`config.mk`:
```
export PLATFORM = sky130hd
export DESIGN_NAME = shelf_rect_allocator
export DESIGN_NICKNAME = d
export VERILOG_FILES = /design/src/sv/sra_pkg.sv /design/src/sv/sra_shelf_mem.sv /design/src/sv/sra_dirty.sv /design/src/sv/shelf_rect_allocator.sv
export VERILOG_INCLUDE_DIRS = /design/src /design/src/sv
export SDC_FILE = /design/constraint.sdc
export NUM_CORES = 2
export LEC_CHECK = 0
export BUFFER_PORTS_ARGS = -buffer_cell sky130_fd_sc_hd__buf_2
export CORE_AREA = 2 2 517 519
export CTS_CLUSTER_SIZE = 10
export DETAILED_ROUTE_END_ITERATION = 8
export DIE_AREA = 0 0 519 521
export PLACE_DENSITY_LB_ADDON = 0.2
export SETUP_SLACK_MARGIN = 0.2
export SYNTH_ARGS = -nofsm -noshare
export SYNTH_HDL_FRONTEND = slang
export SYNTH_SLANG_ARGS = --single-unit
```
`constraint.sdc`:
```
create_clock -name clock -period 27.3 [get_ports clock]
set_input_delay 0 -clock clock [delete_from_list [all_inputs] [get_ports clock]]
set_output_delay 0 -clock clock [all_outputs]
set_load 0.05 [all_outputs]
```
`src/sv/shelf_rect_allocator_assert.svh`:
```
// assertion macros for the shelf rectangle allocator
// no dependencies; included by the top level only
`ifndef SHELF_RECT_ALLOCATOR_ASSERT_SVH
`define SHELF_RECT_ALLOCATOR_ASSERT_SVH
`ifndef SYNTHESIS
// same-cycle implication
`define SRA_ASSERT_NOW(label, clk, rst, ante, cons) \
   label: assert property (@(posedge clk) disable iff (rst) (ante) |-> (cons)) \
      else $error("shelf_rect_allocator: assertion failed");
// next-cycle implication
`define SRA_ASSERT_NXT(label, clk, rst, ante, cons) \
   label: assert property (@(posedge clk) disable iff (rst) (ante) |=> (cons)) \
      else $error("shelf_rect_allocator: assertion failed");
`else
`define SRA_ASSERT_NOW(label, clk, rst, ante, cons)
`define SRA_ASSERT_NXT(label, clk, rst, ante, cons)
`endif
`endif

```
`src/sv/sra_pkg.sv`:
```
// shared types, constants and codes of the shelf rectangle allocator
// no dependencies; used by every module of the block
`timescale 1ns / 1ps

package sra_pkg;

   localparam int DEF_MAX_SHELVES = 64;
   localparam int CSR_W           = 13;
   localparam int CSR_IDX_W       = 1;

   localparam logic [CSR_W-1:0] ATLAS_RESET = 13'd1024;

   // register indexes
   localparam logic [CSR_IDX_W-1:0] CSR_ATLAS_WIDTH  = 1'b0;
   localparam logic [CSR_IDX_W-1:0] CSR_ATLAS_HEIGHT = 1'b1;

   // request codes
   localparam logic REQ_PLACE = 1'b0;
   localparam logic REQ_FLUSH = 1'b1;

   typedef enum logic {
      S_IDLE,
      S_SCAN
   } state_type;

   typedef struct packed {
      logic       req_type;
      logic [9:0] rect_width;
      logic [9:0] rect_height;
   } shelf_req_type;

   typedef struct packed {
      logic        placed;
      logic [11:0] pos_x;
      logic [11:0] pos_y;
      logic        dirty;
      logic [12:0] dirty_left;
      logic [12:0] dirty_top;
      logic [12:0] dirty_right;
      logic [12:0] dirty_bottom;
   } shelf_rsp_type;

   typedef struct packed {
      logic [11:0] top;
      logic [11:0] height;
      logic [12:0] remaining;
   } shelf_entry_type;

   typedef struct packed {
      logic        flag;
      logic [12:0] left;
      logic [12:0] top;
      logic [12:0] right;
      logic [12:0] bottom;
   } dirty_rect_type;

   typedef struct packed {
      logic        grow;
      logic        flush;
      logic [11:0] x;
      logic [11:0] y;
      logic [9:0]  w;
      logic [9:0]  h;
   } dirty_ctrl_type;

endpackage

```
`src/sv/sra_shelf_mem.sv`:
```
// shelf table: one write port, one read port with registered read data
// depends on sra_pkg for the entry type
`timescale 1ns / 1ps

module sra_shelf_mem #(
   parameter int  MAX_SHELVES = sra_pkg::DEF_MAX_SHELVES,
   localparam int IDX_W       = (MAX_SHELVES > 1) ? $clog2(MAX_SHELVES) : 1
) (
   input  logic                      clock,
   input  logic                      wr_en,
   input  logic [IDX_W-1:0]          wr_addr,
   input  sra_pkg::shelf_entry_type  wr_data,
   input  logic [IDX_W-1:0]          rd_addr,
   output sra_pkg::shelf_entry_type  rd_data
);
   import sra_pkg::*;

   shelf_entry_type mem_ff [MAX_SHELVES];
   shelf_entry_type rd_data_ff;

   // write port
   always_ff @(posedge clock) begin
      if (wr_en) begin
         mem_ff[wr_addr] <= wr_data;
      end
   end

   // read port, registered read data
   always_ff @(posedge clock) begin
      rd_data_ff <= mem_ff[rd_addr];
   end

   assign rd_data = rd_data_ff;

endmodule

```
`src/sv/sra_dirty.sv`:
```
// dirty rectangle tracker: grows on each placement, clears on flush
// depends on sra_pkg for the area and control types
`timescale 1ns / 1ps

module sra_dirty (
   input  logic                    clock,
   input  logic                    reset,
   input  sra_pkg::dirty_ctrl_type ctrl,
   input  logic [12:0]             atlas_width,
   input  logic [12:0]             atlas_height,
   output sra_pkg::dirty_rect_type cur,
   output sra_pkg::dirty_rect_type grown
);
   import sra_pkg::*;

   dirty_rect_type area_ff, area_in;
   logic [12:0]    x_ext, y_ext, x_end, y_end;

   // candidate rectangle after a placement at (x, y)
   always_comb begin
      x_ext        = {1'b0, ctrl.x};
      y_ext        = {1'b0, ctrl.y};
      x_end        = x_ext + {3'b000, ctrl.w};
      y_end        = y_ext + {3'b000, ctrl.h};
      grown.flag   = 1'b1;
      grown.left   = (x_ext < area_ff.left)   ? x_ext : area_ff.left;
      grown.top    = (y_ext < area_ff.top)    ? y_ext : area_ff.top;
      grown.right  = (x_end > area_ff.right)  ? x_end : area_ff.right;
      grown.bottom = (y_end > area_ff.bottom) ? y_end : area_ff.bottom;
   end

   // next area
   always_comb begin
      area_in = area_ff;
      if (ctrl.flush) begin
         area_in.flag   = 1'b0;
         area_in.left   = atlas_width;
         area_in.top    = atlas_height;
         area_in.right  = '0;
         area_in.bottom = '0;
      end else if (ctrl.grow) begin
         area_in = grown;
      end
   end

   always_ff @(posedge clock) begin
      if (reset) begin
         area_ff.flag   <= 1'b0;
         area_ff.left   <= ATLAS_RESET;
         area_ff.top    <= ATLAS_RESET;
         area_ff.right  <= '0;
         area_ff.bottom <= '0;
      end else begin
         area_ff <= area_in;
      end
   end

   assign cur = area_ff;

endmodule

```
`src/sv/shelf_rect_allocator.sv`:
```
// shelf rectangle allocator top level: control sequencer, registers, result port
// depends on sra_pkg, sra_shelf_mem, sra_dirty and shelf_rect_allocator_assert.svh
`timescale 1ns / 1ps
`include "shelf_rect_allocator_assert.svh"
//
// Usage
// - request channel: drive req_data and raise start while busy is low; that edge
//   is the transfer. A request is a place (width and height) or a flush.
// - result channel: exactly one result per request, shown on rsp_data for one
//   cycle with rsp_valid high. The receiver cannot stall it and must take it.
// - result timing: flush, too-wide place and place into an empty table give the
//   result in the cycle after the transfer. Otherwise shelves are read from the
//   shelf table one per cycle (one memory read port, registered data) in
//   opening order until one fits or the last one is examined, and the result
//   is registered. busy is low again in the cycle the result shows, so the next
//   request may transfer then.
// - configuration: csr_wr_en, csr_index, csr_wdata write atlas width (index 0)
//   or height (index 1) at once; write only while the block is idle.
// - reset (synchronous, active high) sets both registers to 1024, empties the
//   shelf table by clearing its count and clears the dirty area. No clearing
//   pass is run over the table.
//
module shelf_rect_allocator #(
   parameter int  MAX_SHELVES = sra_pkg::DEF_MAX_SHELVES,
   localparam int IDX_W       = (MAX_SHELVES > 1) ? $clog2(MAX_SHELVES) : 1,
   localparam int CNT_W       = $clog2(MAX_SHELVES + 1)
) (
   input  logic                              clock,
   input  logic                              reset,
   input  logic                              start,
   output logic                              busy,
   input  sra_pkg::shelf_req_type            req_data,
   output logic                              rsp_valid,
   output sra_pkg::shelf_rsp_type            rsp_data,
   input  logic                              csr_wr_en,
   input  logic [sra_pkg::CSR_IDX_W-1:0]     csr_index,
   input  logic [sra_pkg::CSR_W-1:0]         csr_wdata
);
   import sra_pkg::*;

   state_type       state_ff, state_in;
   shelf_req_type   req_ff, req_in;
   logic [IDX_W-1:0] idx_ff, idx_in;
   logic [CNT_W-1:0] cnt_ff, cnt_in;
   logic [12:0]     base_ff, base_in;
   logic [12:0]     atlas_w_ff, atlas_h_ff;
   logic            rsp_valid_ff, rsp_valid_in;
   shelf_rsp_type   rsp_data_ff, rsp_data_in;

   logic            accept;
   logic [9:0]      cur_w, cur_h;
   logic [10:0]     rw, rh;
   logic            too_wide, fit, last, room;
   logic [13:0]     new_bottom;

   logic            mem_wr_en;
   logic [IDX_W-1:0] mem_wr_addr, mem_rd_addr;
   shelf_entry_type mem_wr_data, ent;

   dirty_ctrl_type  dctl;
   dirty_rect_type  dcur, dgrown;
   logic            succ, fail;
   logic [11:0]     px, py;

   assign accept = start && (state_ff == S_IDLE);
   assign busy   = (state_ff != S_IDLE);

   // configuration registers
   always_ff @(posedge clock) begin
      if (reset) begin
         atlas_w_ff <= ATLAS_RESET;
         atlas_h_ff <= ATLAS_RESET;
      end else if (csr_wr_en) begin
         case (csr_index)
            CSR_ATLAS_WIDTH:  atlas_w_ff <= csr_wdata;
            CSR_ATLAS_HEIGHT: atlas_h_ff <= csr_wdata;
            default: begin
            end
         endcase
      end
   end

   // padded size of the request being worked on
   always_comb begin
      cur_w      = (state_ff == S_IDLE) ? req_data.rect_width  : req_ff.rect_width;
      cur_h      = (state_ff == S_IDLE) ? req_data.rect_height : req_ff.rect_height;
      rw         = {1'b0, cur_w} + 11'd1;
      rh         = {1'b0, cur_h} + 11'd1;
      too_wide   = {2'b00, rw} > atlas_w_ff;
      fit        = ({2'b00, rw} <= ent.remaining) && ({1'b0, rh} <= ent.height);
      last       = (CNT_W'(idx_ff) + CNT_W'(1)) == cnt_ff;
      room       = cnt_ff < CNT_W'(MAX_SHELVES);
      new_bottom = {1'b0, base_ff} + {3'b000, rh};
   end

   // next state
   always_comb begin
      state_in = state_ff;
      case (state_ff)
         S_IDLE: begin
            if (accept && req_data.req_type == REQ_PLACE && !too_wide && cnt_ff != '0) begin
               state_in = S_SCAN;
            end
         end
         S_SCAN: begin
            if (fit || last) begin
               state_in = S_IDLE;
            end
         end
         default: state_in = S_IDLE;
      endcase
   end

   // sequencer outputs: table access, shelf bookkeeping, result
   always_comb begin
      req_in      = req_ff;
      idx_in      = idx_ff;
      cnt_in      = cnt_ff;
      base_in     = base_ff;
      mem_rd_addr = '0;
      mem_wr_en   = 1'b0;
      mem_wr_addr = '0;
      mem_wr_data = '0;
      succ        = 1'b0;
      fail        = 1'b0;
      px          = '0;
      py          = '0;
      dctl        = '0;
      case (state_ff)
         S_IDLE: begin
            if (accept) begin
               req_in = req_data;
               if (req_data.req_type == REQ_FLUSH) begin
                  dctl.flush = 1'b1;
               end else if (too_wide) begin
                  fail = 1'b1;
               end else if (cnt_ff == '0) begin
                  // first shelf opens at the top
                  if (atlas_h_ff > {2'b00, rh}) begin
                     mem_wr_en             = 1'b1;
                     mem_wr_data.top       = '0;
                     mem_wr_data.height    = {1'b0, rh};
                     mem_wr_data.remaining = atlas_w_ff - {2'b00, rw};
                     cnt_in                = CNT_W'(1);
                     base_in               = {2'b00, rh};
                     succ                  = 1'b1;
                  end else begin
                     fail = 1'b1;
                  end
               end else begin
                  mem_rd_addr = '0;
                  idx_in      = '0;
               end
            end
         end
         S_SCAN: begin
            if (fit) begin
               // first fit: take from the shelf's free part
               mem_wr_en             = 1'b1;
               mem_wr_addr           = idx_ff;
               mem_wr_data           = ent;
               mem_wr_data.remaining = ent.remaining - {2'b00, rw};
               px                    = 12'(atlas_w_ff - ent.remaining);
               py                    = ent.top;
               succ                  = 1'b1;
            end else if (last) begin
               // open a new shelf below the last one
               if (room && ({1'b0, atlas_h_ff} > new_bottom)) begin
                  mem_wr_en             = 1'b1;
                  mem_wr_addr           = cnt_ff[IDX_W-1:0];
                  mem_wr_data.top       = base_ff[11:0];
                  mem_wr_data.height    = {1'b0, rh};
                  mem_wr_data.remaining = atlas_w_ff - {2'b00, rw};
                  cnt_in                = cnt_ff + CNT_W'(1);
                  base_in               = {1'b0, base_ff[11:0]} + {2'b00, rh};
                  py                    = base_ff[11:0];
                  succ                  = 1'b1;
               end else begin
                  fail = 1'b1;
               end
            end else begin
               mem_rd_addr = idx_ff + IDX_W'(1);
               idx_in      = idx_ff + IDX_W'(1);
            end
         end
         default: begin
         end
      endcase
      dctl.grow = succ;
      dctl.x    = px;
      dctl.y    = py;
      dctl.w    = cur_w;
      dctl.h    = cur_h;
   end

   // result assembly
   always_comb begin
      rsp_valid_in              = succ || fail || dctl.flush;
      rsp_data_in.placed        = succ;
      rsp_data_in.pos_x         = px;
      rsp_data_in.pos_y         = py;
      rsp_data_in.dirty         = succ ? dgrown.flag   : dcur.flag;
      rsp_data_in.dirty_left    = succ ? dgrown.left   : dcur.left;
      rsp_data_in.dirty_top     = succ ? dgrown.top    : dcur.top;
      rsp_data_in.dirty_right   = succ ? dgrown.right  : dcur.right;
      rsp_data_in.dirty_bottom  = succ ? dgrown.bottom : dcur.bottom;
   end

   // control registers
   always_ff @(posedge clock) begin
      if (reset) begin
         state_ff     <= S_IDLE;
         cnt_ff       <= '0;
         rsp_valid_ff <= 1'b0;
      end else begin
         state_ff     <= state_in;
         cnt_ff       <= cnt_in;
         rsp_valid_ff <= rsp_valid_in;
      end
   end

   // payload registers
   always_ff @(posedge clock) begin
      req_ff      <= req_in;
      idx_ff      <= idx_in;
      base_ff     <= base_in;
      rsp_data_ff <= rsp_data_in;
   end

   assign rsp_valid = rsp_valid_ff;
   assign rsp_data  = rsp_data_ff;

   sra_shelf_mem #(
      .MAX_SHELVES (MAX_SHELVES)
   ) u_shelf_mem (
      .clock   (clock),
      .wr_en   (mem_wr_en),
      .wr_addr (mem_wr_addr),
      .wr_data (mem_wr_data),
      .rd_addr (mem_rd_addr),
      .rd_data (ent)
   );

   sra_dirty u_dirty (
      .clock        (clock),
      .reset        (reset),
      .ctrl         (dctl),
      .atlas_width  (atlas_w_ff),
      .atlas_height (atlas_h_ff),
      .cur          (dcur),
      .grown        (dgrown)
   );

   // checks
   `SRA_ASSERT_NXT(a_flush_answers_next, clock, reset, accept && req_data.req_type == REQ_FLUSH, rsp_valid_ff && !rsp_data_ff.placed)
   `SRA_ASSERT_NOW(a_placed_marks_dirty, clock, reset, rsp_valid_ff && rsp_data_ff.placed, rsp_data_ff.dirty)
   `SRA_ASSERT_NOW(a_scan_needs_shelves, clock, reset, state_ff == S_SCAN, cnt_ff != '0)
   `SRA_ASSERT_NXT(a_result_frees_block, clock, reset, rsp_valid_in, state_ff == S_IDLE)

endmodule
```
* After elaboration in Yosys (flattened, before gate mapping) *
Memories as Yosys holds them, arrays and structs flattened. A register that Yosys moved wholly into a read port is not among the register bits.
Index checks and enable logic that the tools add are counted.
Widths: inputs -> output; s select.

storage, ports and cells
  memories = 1
  bits in registers = 205
  output and inout port bits = 80
  RAM bits = 2368
  bits of input ports = 39

cells by class
  reductions and logical operators = 19
  bitwise logic cells = 3
  add/subtract/negate cells = 12
  $lt $le $gt $ge = 10
  mux-type cells = 85
  equality and inequality tests = 11

memory list
  memory              words  width  rd ports  clocked after Yosys merged registers in  wr ports  line                 source
  u_shelf_mem.mem_ff  64     37     1         1                                        1         sra_shelf_mem.sv:18  shelf_entry_type mem_ff [MAX_SHELVES];

operators by type and width
  cell                   count
  $mux 13                16
  $mux 24                5
  $mux 37                3
  $mux 52                2
  $pmux 37 s2            1
  $mux 12                6
  $mux 6                 12
  $mux 7                 8
  $add 12x10->13         2
  $gt 13x13->1           2
  $lt 12x13->1           2
  $pmux 13 s2            1
  $sub 13x11->13         2
  $pmux 6 s2             2
  $mux 1                 23
  $add 10x1->11 const B  2
  $mux 10                2
  $add 13x11->14         1
  $gt 13x14->1           1
  $pmux 7 s2             1
  $add 12x11->13         1
  $gt 11x13->1           1
  $gt 13x11->1           1
  $le 11x13->1           1
  21 further kinds       42

* Depth between registers and ports, before layout *
  depth after elaboration = 14
  gate-level depth with buffers = 46
  gate-level depth less buffers = 43

* By module *
From an unflattened synthesis, not the netlist that was laid out.

second synthesis, totals
  cells, all modules = 5487
  area total of the unflattened synthesis = 104998.2 um2

by module, submodules not included
  module                cells each  times used  area each (um2)  sequential area each (um2)
  sra_shelf_mem         3859        1           90498.0          71848.9
  shelf_rect_allocator  975         1           9192.6           3433.3
  sra_dirty             653         1           5307.6           1061.0

* Worst setup path before layout *
No wires, ideal clock.

  kind = register to register
  from = register state_ff, in the netlist busy
  to = register u_dirty.area_ff, in the netlist u_dirty.cur[0]
  buffers on the path = 7
  data required time = 27.185 ns
  clock period less this slack = 12.509 ns
  setup slack = 14.791 ns
  arrival time = 12.394 ns
  stages on the path, launching flop included = 44
  setup time = 0.115 ns
  cells stage by stage = dfxtp_1 -> clkbuf_1 -> clkbuf_1 -> clkbuf_1 -> buf_2 -> buf_1 -> a21oi_1 -> xnor2_1 -> ha_1 -> and4_1 -> a21oi_1 -> o21ai_0 -> a31oi_1 -> o21bai_1 -> a21oi_1 -> xor2_1 -> ha_1 -> nand3_1 -> [... 8 more ...] -> a21oi_1 -> o21bai_1 -> a21oi_1 -> o21bai_1 -> a21oi_1 -> xnor2_1 -> ha_1 -> and4_1 -> a211oi_1 -> a31oi_1 -> o21a_1 -> o21a_1 -> o21ai_2 -> or2_1 -> clkbuf_1 -> buf_6 -> mux2_4 -> and2_1

RTL lines
  item                    line                         source
  start, declared         shelf_rect_allocator.sv:41   state_type state_ff, state_in;
  start signal, assigned  shelf_rect_allocator.sv:216  state_ff <= state_in;
  end signal, assigned    sra_dirty.sv:54              area_ff <= area_in;
  end, declared           sra_dirty.sv:16              dirty_rect_type area_ff, area_in;

==> results.txt <==
----------------------------------------------------
[Floorplanning]
  Number of placed I/O pins ... 119
  Total number of placement rows ... 189
  Die boundary height ... 521 µm
  Die Outline Area ... 270400 µm²
  Placeable Area ... 264400 µm²
  Initial Util ... 39.86%
  Die W ... 519 µm

[CTS]
  Clock buffers created by TritonCTS ... 310
  Root buf cell ... clkbuf_16
  Latest clock arrival within the worst-skew pair ... 0.89 ns
  # resized after CTS ... 0
  Clock tree from TritonCTS ... yes
  Clock sink count ... 2610
  Post-CTS clock slew at the launch and capture registers of the worst setup and hold paths ... 0.06 ns
  CTS HTree Levels ... 5
  Maximum root-to-sink buffer count ... 4

[STA]
  RSZ-0062 raised after global routing ... no
  Final setup violation count ... 0
  Setup TNS after final layout ... 0 ns
  Final-report max-slew violation count ... 0
  Final critical-path required period ... 11.82 ns
  Relative max-transition margin ... 5.773%
  Final hold vios ... 0
  Clock Skews ... 0.04682 ns
  Worst Tran Pin Value ... 1.400 ns
  Achievable Freq ... 84.60 MHz
  Share of the clock period used by the worst path after layout ... 43.30%

[Setup path]
  Highest cell delay on the worst timing path ... 1.12 ns
  Crit Path Category ... register to register
  Arrival time reported for the critical path endpoint ... 12.60 ns
  Critical Path Fanout Max ... 68
  Required time reported for the critical path endpoint ... 28.08 ns
  Type of element launching the critical path ... register
  Slowest cell on the critical path ... nor4_2
  Most Frequent Cell on Critical Path ... a21oi_1
  Crit end category ... register

[Pwr]
  Clock power frac ... 43.5%
  Leakage Power ... 41.60 nW
  Share of total power consumed by net switching ... 21.88%
  Share of power burned in registers ... 51.8%
  Power per Cell Area ... 70.01 nW/µm²
  IR drop worst, VDD ... 0.00004626 V
  Internal portion of total power ... 6.631 mW
  Combinational power share ... 4.6%
  Overall power consumption ... 8.488 mW
  Net load switching power ... 1.857 mW

[Outcome]
  Result of the run ... complete, no violations

[Synth]
  Number of warnings reported in the yosys synthesis log ... 0
  Number of storage elements in the synthesis netlist ... 2610
  Cells after synthesis ... 7244
  Unique masters post-synth ... 98
  Mean cell area of the mapped netlist ... 14.55 µm²
  Net count after synthesis ... 7444
  Netlist Area Pre-Place ... 105400 µm²
  Share of flip-flops with an asynchronous set or reset ... 0%
  Top FF cell, synth ... edfxtp_1
  Number of enable flip-flop cells after synthesis ... 2407
  Portion of the post-synthesis area used by sequential elements ... 72.44%

[Global route]
  Global-route wire length before repair ... 535900 µm
  Vias in the first global route ... 66.75k
  M3 GR Usage ... 6.707%
  Largest net degree at the start of global routing ... 119
  M1 GR Usage ... 36.74%
  Aggregate global-route resource usage ... 28.07%
  GRT busiest layer ... met2
  Grt ovf ... 0
  Antenna violations before repair ... 33
  Met2 capacity usage during global routing ... 43.60%

[Route]
  Via count ... 69.80k
  Number of design rule violations left after detail routing ... 0
  Via density ... 6.205
  1st-iter DRT viols ... 9687
  Post-DRT Antenna Nets ... 0
  Final Routed Wirelength ... 388900 µm
  Detailed-routing iteration count for the pre-antenna-repair pass ... 8
  Average routed wire per standard cell ... 34.57 µm

[Placement]
  Placed cells ... 10.71k
  Routability Congestion ... 0.9334
  Port bufs ... 118
  Half-perimeter wire length after detailed placement ... 219700 µm

[Finish]
  Number of standard cells in the final layout excluding fillers ... 11.25k
  Layout cell share with drive strength beyond 1 ... 12.75%
  Final #Nets ... 7770
  Area delta synth->final ... 15.05%
  Most frequent cells in the layout ... 2407 x edfxtp_1, 808 x nand2_1, 364 x a21oi_1, 317 x clkbuf_16, 298 x mux2i_1
  Most common cell after layout, fill and taps aside ... edfxtp_1

[Run]
  Max-cap check violation count ... 0

[Worst hold path]
  Worst Hold Class ... input pin to register

----------------------------------------------------
==> area by class of cell <==
cell class | count | area (µm²)
diodes | 15 | 37.54
well taps | 3533 | 4420
flip-flops and latches | 2610 | 76350
multi-input cells | 4040 | 27700
inverters | 146 | 555.5
fillers | 23200 | 143100
clock buffers | 418 | 8342
clock inverters | 26 | 291.5
repair buffers | 462 | 3556
==> critical path, delay by kind of cell, from the launching register on <==
family	cells	cell delay (ns)
DFF	1	0.43
and+or+nand+nor	9	2.68
muxes	2	0.77
buffers and inverters	4	1.46
AOI/OAI and AO/OA	21	4.18
adders and majority gates	4	1.31
xor gates and xnor gates	3	0.84
==> kinds of logic after synthesis <==
kind of cell | share of synthesized area [%]
AOI/OAI and AO/OA | 11.88
adders and majority gates | 1.954
muxes | 3.689
buffers and inverters | 2.378
xor gates and xnor gates | 0.8216
DFF | 72.44
and+or+nand+nor | 6.839
==> final timing paths <==
check / to / cells after the start / slack [ns] / startpoint
max reg2reg: u_dirty.cur[7] / 43 / 15.48 / busy
min reg2reg: rsp_data[52] / 1 / 0.43 / u_dirty.cur[52]
min: atlas_w_ff[12] / 5 / 0.21 / csr_index
max: u_dirty.cur[7] / 43 / 15.48 / busy
==> cells in the mapped netlist (18+ instances only) <==
cell	instances	share of area (%)
nand3_1	177	0.84
a22o_1	37	0.31
a222oi_1	23	0.22
o21a_1	20	0.14
o21ai_0	298	1.4
nand4_1	57	0.34
a31oi_1	122	0.72
clkbuf_1	244	0.87
nand2_1	814	2.9
a211oi_1	53	0.38
and3_1	48	0.28
a2bb2oi_1	30	0.25
mux2i_1	298	2.8
o21bai_1	19	0.14
mux2_2	64	0.68
ha_1	155	1.8
o221ai_1	94	0.78
a221oi_1	133	1.1
nor3_1	72	0.34
dfxtp_1	203	3.9
o2111ai_1	18	0.15
a32oi_1	39	0.32
a22oi_1	137	0.98
nor2b_1	30	0.18
and2_1	63	0.37
xnor2_1	61	0.51
o22ai_1	112	0.66
xor2_1	32	0.27
inv_1	141	0.50
nor4_1	21	0.12
buf_2	136	0.65
a21oi_1	367	1.7
a221o_1	41	0.39
a21o_1	49	0.35
edfxtp_1	2407	69
nor2_1	208	0.74
buf_1	45	0.16
o211ai_1	93	0.66
==> power groups by stage <==
stage	clock [mW]	combinational (mW)	sequential, mW
final	3.69	0.394	4.40
after global placement	0	0.371	4.48
after global routing	3.88	0.414	4.40
after detailed placement	0	0.375	4.48
after floorplan	0	0.185	4.50
after CTS	3.73	0.386	4.40
==> registers in the layout (all words and copies together) (netlist names) <==
| name | cells |
|---|---|
| atlas_h_ff | 13 |
| atlas_w_ff | 13 |
| rsp_data | 78 |
| u_shelf_mem.mem_ff | 2368 |
| cnt_ff | 7 |
| u_shelf_mem.rd_data | 37 |
| req_ff | 20 |
| base_ff | 13 |
| rsp_valid | 1 |
| idx_ff | 6 |
| busy | 1 |
| u_dirty.cur | 53 |
==> repair_timing <==
item	4_1_cts	5_1_grt
buffers inserted	0	0
endpoints found under the hold margin	134	0
hold buffers	79	0
endpoints found under the setup margin	0	0
==> per-stage QoR <==
stage | instance area (µm²) | util, % | hold slack [ns] | worst slack [ns]
CTS | 121200 | 45.84 | 0.1400 | 15.58
global route | 121200 | 45.85 | 0.2622 | 14.82
global placement | 111800 | 42.27 | 0.1931 | 15.79
detailed placement | 111800 | 42.28 | 0.1969 | 15.64
floorplan | 105400 | - | 0.09887 | 14.79
finish | 121200 | 45.86 | 0.2079 | 15.48
==> metal layers <==
layer	vias up	wire length, µm	part of all wire (%)
li1	28980	-	-
met1	35970	151100	39
met2	4062	174900	45
met3	786	40510	10
met4	16	22250	5.7
met5	-	153	0.039
Note: power is estimated with default switching activity, not from simulation.
